==> config.mk <==
export PLATFORM = sky130hd
export DESIGN_NAME = rgb888_to_hsv_rgb565
export DESIGN_NICKNAME = d
export VERILOG_FILES = /design/src/rtl/rhsv_pkg.sv /design/src/rtl/rhsv_divider.sv /design/src/rtl/rgb888_to_hsv_rgb565.sv
export SDC_FILE = /design/constraint.sdc
export NUM_CORES = 2
export LEC_CHECK = 0
export BUFFER_PORTS_ARGS = -buffer_cell sky130_fd_sc_hd__buf_2
export CORE_MARGIN = 2
export CORE_UTILIZATION = 45
export CTS_CLUSTER_SIZE = 14
export DETAILED_ROUTE_END_ITERATION = 12
export SLEW_MARGIN = 20
export SYNTH_ARGS = -nofsm -noshare
export SYNTH_HDL_FRONTEND = slang
export SYNTH_SLANG_ARGS = --single-unit
==> constraint.sdc <==
create_clock -name clk -period 28.2 [get_ports clk]
set_input_delay 4.23 -clock clk [delete_from_list [all_inputs] [get_ports clk]]
set_output_delay 4.23 -clock clk [all_outputs]
set_load 0.01 [all_outputs]
==> src/rtl/rhsv_pkg.sv <==
`timescale 1ns / 1ps
// ----------------------------------------------------------------------------
// rhsv_pkg
// shared widths, constants and types of the rgb888 to hsv/rgb565 converter
// ----------------------------------------------------------------------------
package rhsv_pkg;

	// restoring divider: numerators up to 100*255, divisors 8 bits, quotients to 100
	localparam int unsigned NUM_W      = 15;
	localparam int unsigned DEN_W      = 8;
	localparam int unsigned QUO_W      = 7;
	localparam int unsigned DIV_STAGES = QUO_W;

	// reciprocal estimates, scaled by 2^16, corrected by one compare afterwards
	localparam int unsigned RCP_SHIFT = 16;
	localparam logic [13:0] RCP_RB    = 14'((65536 * 1000) / 8225);
	localparam logic [13:0] RCP_G     = 14'((65536 * 1000) / 4047);
	localparam logic [13:0] RCP_V     = 14'(65536 / 5);

	localparam logic [9:0]  SCALE_565 = 10'd1000;
	localparam logic [13:0] DIV_RB    = 14'd8225;
	localparam logic [11:0] DIV_G     = 12'd4047;
	localparam logic [2:0]  DIV_V     = 3'd5;
	localparam logic [5:0]  HUE_STEP  = 6'd60;
	localparam logic [6:0]  PERCENT   = 7'd100;

	localparam logic [8:0]  HUE_BASE_RED   = 9'd0;
	localparam logic [8:0]  HUE_BASE_GREEN = 9'd120;
	localparam logic [8:0]  HUE_BASE_BLUE  = 9'd240;
	localparam logic [8:0]  HUE_FULL       = 9'd360;

	typedef enum logic [1:0] {
		SEC_RED,
		SEC_GREEN,
		SEC_BLUE
	} sector_t;

	// fields that ride alongside the divider
	typedef struct packed {
		sector_t     sector;
		logic        neg;
		logic        grey;
		logic        black;
		logic [15:0] rgb565;
		logic [6:0]  bright;
	} side_t;

endpackage

==> src/rtl/rhsv_divider.sv <==
`timescale 1ns / 1ps
// ----------------------------------------------------------------------------
// rhsv_divider
// pipelined restoring divider, one quotient bit per stage, two lanes (hue and
// saturation) in lock step with the side fields carried alongside
// ----------------------------------------------------------------------------
module rhsv_divider (
	input  logic                                clk,
	input  logic                                arst_n,
	input  logic                                en,
	input  logic                                in_valid,
	input  logic [rhsv_pkg::NUM_W-1:0]          num_h,
	input  logic [rhsv_pkg::DEN_W-1:0]          den_h,
	input  logic [rhsv_pkg::NUM_W-1:0]          num_s,
	input  logic [rhsv_pkg::DEN_W-1:0]          den_s,
	input  rhsv_pkg::side_t                     side_in,
	output logic                                out_valid,
	output logic [rhsv_pkg::QUO_W-1:0]          quo_h,
	output logic                                rem_nz_h,
	output logic [rhsv_pkg::QUO_W-1:0]          quo_s,
	output rhsv_pkg::side_t                     side_out
);

	localparam int unsigned S = rhsv_pkg::DIV_STAGES;

	logic                              valid_s  [0:S-1];
	logic [rhsv_pkg::NUM_W-1:0]        h_rem_s  [0:S-1];
	logic [rhsv_pkg::DEN_W-1:0]        h_den_s  [0:S-1];
	logic [rhsv_pkg::QUO_W-1:0]        h_quo_s  [0:S-1];
	logic [rhsv_pkg::NUM_W-1:0]        s_rem_s  [0:S-1];
	logic [rhsv_pkg::DEN_W-1:0]        s_den_s  [0:S-1];
	logic [rhsv_pkg::QUO_W-1:0]        s_quo_s  [0:S-1];
	rhsv_pkg::side_t                   side_s   [0:S-1];

	genvar i;
	generate
		for (i = 0; i < S; i++) begin : g_stage
			logic                          v_in;
			logic [rhsv_pkg::NUM_W-1:0]    h_rem_in, s_rem_in, h_trial, s_trial;
			logic [rhsv_pkg::DEN_W-1:0]    h_den_in, s_den_in;
			logic [rhsv_pkg::QUO_W-1:0]    h_quo_in, s_quo_in;
			rhsv_pkg::side_t               side_in_i;
			logic                          h_ge, s_ge;

			if (i == 0) begin : g_first
				assign v_in      = in_valid;
				assign h_rem_in  = num_h;
				assign h_den_in  = den_h;
				assign h_quo_in  = '0;
				assign s_rem_in  = num_s;
				assign s_den_in  = den_s;
				assign s_quo_in  = '0;
				assign side_in_i = side_in;
			end else begin : g_next
				assign v_in      = valid_s[i-1];
				assign h_rem_in  = h_rem_s[i-1];
				assign h_den_in  = h_den_s[i-1];
				assign h_quo_in  = h_quo_s[i-1];
				assign s_rem_in  = s_rem_s[i-1];
				assign s_den_in  = s_den_s[i-1];
				assign s_quo_in  = s_quo_s[i-1];
				assign side_in_i = side_s[i-1];
			end

			// divisor shifted to the weight of this stage's quotient bit
			assign h_trial = rhsv_pkg::NUM_W'(h_den_in) << (S - 1 - i);
			assign s_trial = rhsv_pkg::NUM_W'(s_den_in) << (S - 1 - i);
			assign h_ge    = h_rem_in >= h_trial;
			assign s_ge    = s_rem_in >= s_trial;

			always_ff @(posedge clk or negedge arst_n) begin
				if (!arst_n) begin
					valid_s[i] <= 1'b0;
				end else if (en) begin
					valid_s[i] <= v_in;
				end
			end

			always_ff @(posedge clk) begin
				if (en) begin
					h_rem_s[i] <= h_ge ? h_rem_in - h_trial : h_rem_in;
					h_den_s[i] <= h_den_in;
					h_quo_s[i] <= {h_quo_in[rhsv_pkg::QUO_W-2:0], h_ge};
					s_rem_s[i] <= s_ge ? s_rem_in - s_trial : s_rem_in;
					s_den_s[i] <= s_den_in;
					s_quo_s[i] <= {s_quo_in[rhsv_pkg::QUO_W-2:0], s_ge};
					side_s[i]  <= side_in_i;
				end
			end
		end
	endgenerate

	assign out_valid = valid_s[S-1];
	assign quo_h     = h_quo_s[S-1];
	assign rem_nz_h  = |h_rem_s[S-1];
	assign quo_s     = s_quo_s[S-1];
	assign side_out  = side_s[S-1];

endmodule

==> src/rtl/rgb888_to_hsv_rgb565.sv <==
`timescale 1ns / 1ps
// path: input, extremes, correction, seven-stage divider and output registers
// throughput: one transaction per cycle; the whole pipeline holds while a
//   finished result waits on out_ready
// reset: arst_n clears every stage valid bit, data registers are not reset
// ----------------------------------------------------------------------------
// rgb888_to_hsv_rgb565
// converts one 8-bit rgb sample to a packed rgb565 word and hue, saturation
// and value, fully pipelined
// ----------------------------------------------------------------------------
module rgb888_to_hsv_rgb565 (
	input  logic        clk,
	input  logic        arst_n,
	input  logic        in_valid,
	output logic        in_ready,
	input  logic [7:0]  red,
	input  logic [7:0]  green,
	input  logic [7:0]  blue,
	output logic        out_valid,
	input  logic        out_ready,
	output logic [15:0] rgb565,
	output logic [8:0]  hue,
	output logic [6:0]  saturation,
	output logic [6:0]  brightness
);

	logic en;

	// stage 1: input register
	logic       valid_s1;
	logic [7:0] red_s1, green_s1, blue_s1;

	// stage 2: extremes, sector and reciprocal estimates
	logic             valid_s2;
	logic [7:0]       red_s2, green_s2, blue_s2, mx_s2, d_s2, mag_s2;
	rhsv_pkg::sector_t sector_s2;
	logic             neg_s2;
	logic [4:0]       rq_s2, bq_s2;
	logic [5:0]       gq_s2;
	logic [6:0]       vq_s2;

	// stage 3: corrected quotients and divider operands
	logic                        valid_s3;
	logic [rhsv_pkg::NUM_W-1:0]  nh_s3, ns_s3;
	logic [7:0]                  d_s3, mx_s3;
	rhsv_pkg::side_t             side_s3;

	// stage 11: output register
	logic        valid_s11;
	logic [15:0] rgb565_s11;
	logic [8:0]  hue_s11;
	logic [6:0]  sat_s11, bright_s11;

	assign en       = !valid_s11 || out_ready;
	assign in_ready = en;

	always_ff @(posedge clk or negedge arst_n) begin
		if (!arst_n) begin
			valid_s1 <= 1'b0;
			valid_s2 <= 1'b0;
			valid_s3 <= 1'b0;
		end else if (en) begin
			valid_s1 <= in_valid;
			valid_s2 <= valid_s1;
			valid_s3 <= valid_s2;
		end
	end

	always_ff @(posedge clk) begin
		if (en) begin
			red_s1   <= red;
			green_s1 <= green;
			blue_s1  <= blue;
		end
	end

	// ---- stage 2 logic ----
	logic [7:0]        mx_c, mn_c, hi_c, lo_c;
	rhsv_pkg::sector_t sector_c;
	logic [20:0]       rp_c, bp_c;
	logic [21:0]       gp_c;
	logic [22:0]       vp_c;

	always_comb begin
		mx_c = (red_s1 > green_s1) ? red_s1 : green_s1;
		mx_c = (mx_c > blue_s1) ? mx_c : blue_s1;
		mn_c = (red_s1 < green_s1) ? red_s1 : green_s1;
		mn_c = (mn_c < blue_s1) ? mn_c : blue_s1;
		// ties go blue over green over red
		if (blue_s1 == mx_c) begin
			sector_c = rhsv_pkg::SEC_BLUE;
		end else if (green_s1 == mx_c) begin
			sector_c = rhsv_pkg::SEC_GREEN;
		end else begin
			sector_c = rhsv_pkg::SEC_RED;
		end
		case (sector_c)
			rhsv_pkg::SEC_BLUE: begin
				hi_c = red_s1;
				lo_c = green_s1;
			end
			rhsv_pkg::SEC_GREEN: begin
				hi_c = blue_s1;
				lo_c = red_s1;
			end
			default: begin
				hi_c = green_s1;
				lo_c = blue_s1;
			end
		endcase
		rp_c = 21'(red_s1) * 21'(rhsv_pkg::RCP_RB);
		bp_c = 21'(blue_s1) * 21'(rhsv_pkg::RCP_RB);
		gp_c = 22'(green_s1) * 22'(rhsv_pkg::RCP_G);
		vp_c = 23'({mx_c, 1'b0}) * 23'(rhsv_pkg::RCP_V);
	end

	always_ff @(posedge clk) begin
		if (en) begin
			red_s2    <= red_s1;
			green_s2  <= green_s1;
			blue_s2   <= blue_s1;
			mx_s2     <= mx_c;
			d_s2      <= mx_c - mn_c;
			sector_s2 <= sector_c;
			neg_s2    <= hi_c < lo_c;
			mag_s2    <= (hi_c < lo_c) ? lo_c - hi_c : hi_c - lo_c;
			rq_s2     <= rp_c[rhsv_pkg::RCP_SHIFT +: 5];
			bq_s2     <= bp_c[rhsv_pkg::RCP_SHIFT +: 5];
			gq_s2     <= gp_c[rhsv_pkg::RCP_SHIFT +: 6];
			vq_s2     <= vp_c[rhsv_pkg::RCP_SHIFT +: 7];
		end
	end

	// ---- stage 3 logic: estimate correction ----
	logic [17:0] r_rem_c, b_rem_c, g_rem_c;
	logic [8:0]  v_rem_c;
	logic [4:0]  r5_c, b5_c;
	logic [5:0]  g6_c;
	logic [6:0]  v_c;

	always_comb begin
		r_rem_c = 18'(red_s2) * 18'(rhsv_pkg::SCALE_565) - 18'(rq_s2) * 18'(rhsv_pkg::DIV_RB);
		b_rem_c = 18'(blue_s2) * 18'(rhsv_pkg::SCALE_565) - 18'(bq_s2) * 18'(rhsv_pkg::DIV_RB);
		g_rem_c = 18'(green_s2) * 18'(rhsv_pkg::SCALE_565) - 18'(gq_s2) * 18'(rhsv_pkg::DIV_G);
		v_rem_c = {mx_s2, 1'b0} - 9'(vq_s2) * 9'(rhsv_pkg::DIV_V);
		r5_c    = (r_rem_c >= 18'(rhsv_pkg::DIV_RB)) ? rq_s2 + 5'd1 : rq_s2;
		b5_c    = (b_rem_c >= 18'(rhsv_pkg::DIV_RB)) ? bq_s2 + 5'd1 : bq_s2;
		g6_c    = (g_rem_c >= 18'(rhsv_pkg::DIV_G)) ? gq_s2 + 6'd1 : gq_s2;
		v_c     = (v_rem_c >= 9'(rhsv_pkg::DIV_V)) ? vq_s2 + 7'd1 : vq_s2;
	end

	always_ff @(posedge clk) begin
		if (en) begin
			nh_s3          <= rhsv_pkg::NUM_W'(mag_s2) * rhsv_pkg::NUM_W'(rhsv_pkg::HUE_STEP);
			ns_s3          <= rhsv_pkg::NUM_W'(d_s2) * rhsv_pkg::NUM_W'(rhsv_pkg::PERCENT);
			d_s3           <= d_s2;
			mx_s3          <= mx_s2;
			side_s3.sector <= sector_s2;
			side_s3.neg    <= neg_s2;
			side_s3.grey   <= d_s2 == 8'd0;
			side_s3.black  <= mx_s2 == 8'd0;
			side_s3.rgb565 <= {r5_c, g6_c, b5_c};
			side_s3.bright <= v_c;
		end
	end

	// ---- stages 4 to 10: division ----
	logic                        div_valid;
	logic [rhsv_pkg::QUO_W-1:0]  div_qh, div_qs;
	logic                        div_nz;
	rhsv_pkg::side_t             div_side;

	rhsv_divider u_div (
		.clk       (clk),
		.arst_n    (arst_n),
		.en        (en),
		.in_valid  (valid_s3),
		.num_h     (nh_s3),
		.den_h     (d_s3),
		.num_s     (ns_s3),
		.den_s     (mx_s3),
		.side_in   (side_s3),
		.out_valid (div_valid),
		.quo_h     (div_qh),
		.rem_nz_h  (div_nz),
		.quo_s     (div_qs),
		.side_out  (div_side)
	);

	// ---- stage 11 logic: hue assembly ----
	logic [8:0] q9_c, base_c, hue_c;

	always_comb begin
		q9_c = 9'(div_qh);
		case (div_side.sector)
			rhsv_pkg::SEC_BLUE:  base_c = rhsv_pkg::HUE_BASE_BLUE;
			rhsv_pkg::SEC_GREEN: base_c = rhsv_pkg::HUE_BASE_GREEN;
			default:             base_c = rhsv_pkg::HUE_BASE_RED;
		endcase
		if (div_side.grey) begin
			hue_c = 9'd0;
		end else if (!div_side.neg) begin
			hue_c = base_c + q9_c;
		end else if (div_side.sector == rhsv_pkg::SEC_RED) begin
			// truncated toward zero, then wrapped
			hue_c = (q9_c == 9'd0) ? 9'd0 : rhsv_pkg::HUE_FULL - q9_c;
		end else begin
			// floor of a negative offset: subtract the ceiling
			hue_c = base_c - q9_c - 9'(div_nz);
		end
	end

	always_ff @(posedge clk or negedge arst_n) begin
		if (!arst_n) begin
			valid_s11 <= 1'b0;
		end else if (en) begin
			valid_s11 <= div_valid;
		end
	end

	always_ff @(posedge clk) begin
		if (en) begin
			rgb565_s11 <= div_side.rgb565;
			hue_s11    <= hue_c;
			sat_s11    <= div_side.black ? 7'd0 : div_qs;
			bright_s11 <= div_side.bright;
		end
	end

	assign out_valid  = valid_s11;
	assign rgb565     = rgb565_s11;
	assign hue        = hue_s11;
	assign saturation = sat_s11;
	assign brightness = bright_s11;

endmodule

==> results.json <==
{
  "status": "completed",
  "path_buf_inv": 2,
  "final_common_cell": "edfxtp_1",
  "globalplace.congestion": 0.849,
  "startpoint": "out_ready",
  "async_reset_ff_share_pct": 1.52,
  "coreArea_sq_um": 106000,
  "drtIter0Drc": 1396,
  "final_cell_mix": "715 x edfxtp_1, 662 x inv_1, 615 x ha_1, 224 x fa_1, 190 x nor2_1",
  "numCtsBuffers": 81,
  "grt_pass1_vias": 27984,
  "tns_ns": 0,
  "post_cts_resized": 0,
  "critPathCaptureType": "output port",
  "yosysWarnings": 0,
  "required_ns": 23.97,
  "cts_root_buf": "clkbuf_16",
  "grt_max_degree": 184,
  "ios": 69,
  "synth-edff-count": 715,
  "maxCapViolCount": 0,
  "ys_seq_elements": 726,
  "netlist_area_sq_um": 48000,
  "avgSynthCellArea_sq_um": 11.9,
  "setup_violations": 0,
  "synth_flop_cell": "edfxtp_1",
  "yosysSeqAreaShare_pct": 45.3,
  "start_util_pct": 45.5,
  "drc": 0,
  "path_max_fanout": 15,
  "relSlewSlack_pct": 33.3,
  "design.die.area_sq_um": 109000,
  "nets": 5011,
  "worst_pin_slew_ns": 0.996,
  "clock_latency_ns": 0.67,
  "drt_pass1_iterations": 4,
  "cpMostUsedCell": "buf_2",
  "skew_ns": 0.0459,
  "rr_startpoint": "green_s1[4]$_DFFE_PP_",
  "die_x_microns": 331,
  "post_cts_buffers": 0,
  "startpoint_type": "primary input",
  "critPathKind": "in -> out",
  "synth_cell_types": 96,
  "cts.clk_slew.worst_paths_ns": 0.06,
  "drive_above_1_share_pct": 7.37,
  "yosys-top-cells-area": "edfxtp_1 45%, ha_1 16%, fa_1 9.3%",
  "antenna_found_initial": 2,
  "crit_family": "buffers and inverters",
  "grt_pass1_wl_mm": 140,
  "slew_violations": 0,
  "syn_to_final_growth_pct": 9.98,
  "fin_crit_sh_pct": 32.0,
  "cts_tree": "yes",
  "cts.path.max_buffers": 3,
  "netlist_instances": 4024,
  "min_from": "u_div.side_s[1][27]$_DFFE_PP_",
  "row_count": 119,
  "grt_util_all_layers_pct": 15.7,
  "path_cells": "buf_2 > nand2b_4 > buf_2",
  "synth_top_area_share_pct": 44.7,
  "viasPerCell": 5.02,
  "rsz0062_at_grt": "no",
  "routedWlPerCell_microns": 14.9,
  "ctsHoldBuffers": 0,
  "chipHeight_microns": 331,
  "syn-num-nets": 4891,
  "hold_viol_final": 0,
  "vias": 28096,
  "io_buffer_count": 68,
  "synth_largest_area_cell": "edfxtp_1",
  "cpPeakStageDelay_ns": 0.25,
  "dp_hpwl_mm": 63.0,
  "cts.sinks": 726,
  "slowest_stage": "nand2b_4",
  "finalWirelength_mm": 83.4,
  "hp-class": "reg -> reg",
  "timing.fmax_mhz": 111,
  "min_period_ns": 9.02,
  "critical_path_arrival_ns": 4.79,
  "ant_nets": 0,
  "cts.htree.levels": 3,
  "grt_overflow_total": 0
}
==> synth_stat cells, drive strengths merged, types with 14 or more instances <==
cell,instances
xor2,93
and3,15
nor2b,59
nor2,191
inv,662
nand3,42
clkbuf,34
nor4,35
a21boi,34
a21oi,184
mux2i,41
nor3,51
fa,224
xnor2,157
ha,615
a31oi,19
o21a,28
nand2,172
edfxtp,715
mux2,67
o211ai,16
or3,17
and2,16
a21o,55
nand4,29
o21bai,29
nand2b,48
a211oi,22
o21ai,179
or4,14
==> worst paths after layout <==
kind / endpoint / slack (ns) / cells past startpoint
worst max-delay path: in_ready / 19.18 / 3
worst min-delay path: u_div.side_s[2][27]$_DFFE_PP_ / 0.39 / 0
worst max register to register: vq_s2[3]$_DFFE_PP_ / 19.47 / 29
worst min register to register: u_div.side_s[2][27]$_DFFE_PP_ / 0.39 / 0
max in group asynchronous: u_div.g_stage[1].v_in$_DFFE_PN0P_ / 24.58 / 1
min in group asynchronous: u_div.g_stage[4].v_in$_DFFE_PN0P_ / 3.42 / 1
==> sequential cells by signal, summed over array words and instances (netlist names), 8 cells and up <==
name / cells
u_div.h_rem_s: 94
ns_s3: 10
hue: 9
d_s2: 8
u_div.h_quo_s: 28
u_div.h_den_s: 48
red_s1: 8
blue_s2: 8
green_s1: 8
rgb565: 16
green_s2: 8
u_div.s_rem_s: 70
mx_s3: 8
u_div.side_s: 196
blue_s1: 8
side_s3: 28
d_s3: 8
nh_s3: 12
u_div.s_quo_s: 28
u_div.s_den_s: 48
mx_s2: 8
mag_s2: 8
red_s2: 8
==> worst register-to-register path, delay by kind of cell (launching register included) <==
kind | cells | cell delay, ns
buf+inv | 5 | 0.71
mux | 1 | 0.43
xor+xnor | 1 | 0.15
simple gates | 5 | 1.07
flops | 1 | 0.72
fa+ha+maj | 7 | 2.42
compound gates | 10 | 3.02
==> per-layer routing <==
layer / routed length [microns] / part of all wire, % / vias up / track usage, %
met4: 2130 / 2.5 / 0 / 4.54
met2: 39700 / 48 / 264 / 26.2
met5: 0 / 0 / - / 0
met3: 2110 / 2.5 / 113 / 2.29
li1: - / - / 14351 / -
met1: 39500 / 47 / 13368 / 21.4
==> through the flow <==
stage                     hold slack, ns  setup slack [ns]  cells  area, sq um  utilization, %
after floorplan                    0.400            0.0929   4024        48000               -
after global placement             0.400             19.16   5452        50000            47.4
final                              0.388             19.18   5599        52800            50.0
after global routing               0.401             18.80   5598        52800            50.0
after CTS                          0.380             19.15   5597        52800            50.0
after detailed placement           0.405             19.15   5452        50000            47.4
==> area by class of cell <==
| cell class | count | area, sq um |
|---|---|---|
| Clock buffer | 91 | 2060 |
| Sequential cell | 726 | 21700 |
| Multi-Input combinational cell | 2591 | 23600 |
| Tap cell | 1391 | 1740 |
| Fill cell | 9316 | 52800 |
| Clock inverter | 54 | 676 |
| Inverter | 662 | 2480 |
| Timing Repair Buffer | 82 | 470 |
| Antenna cell | 2 | 5.00 |
==> kinds of logic after synthesis <==
| kind of cell | after synthesis | share of synthesized area (%) |
|---|---|---|
| buf+inv | 707 | 5.60 |
| simple gates | 745 | 7.92 |
| fa+ha+maj | 839 | 25.4 |
| compound gates | 647 | 8.58 |
| xor+xnor | 252 | 4.66 |
| flops | 726 | 45.3 |
| mux | 108 | 2.54 |
Power is not shown: default switching activity piles up to over one toggle a cycle in this logic, so the estimate is an artifact.
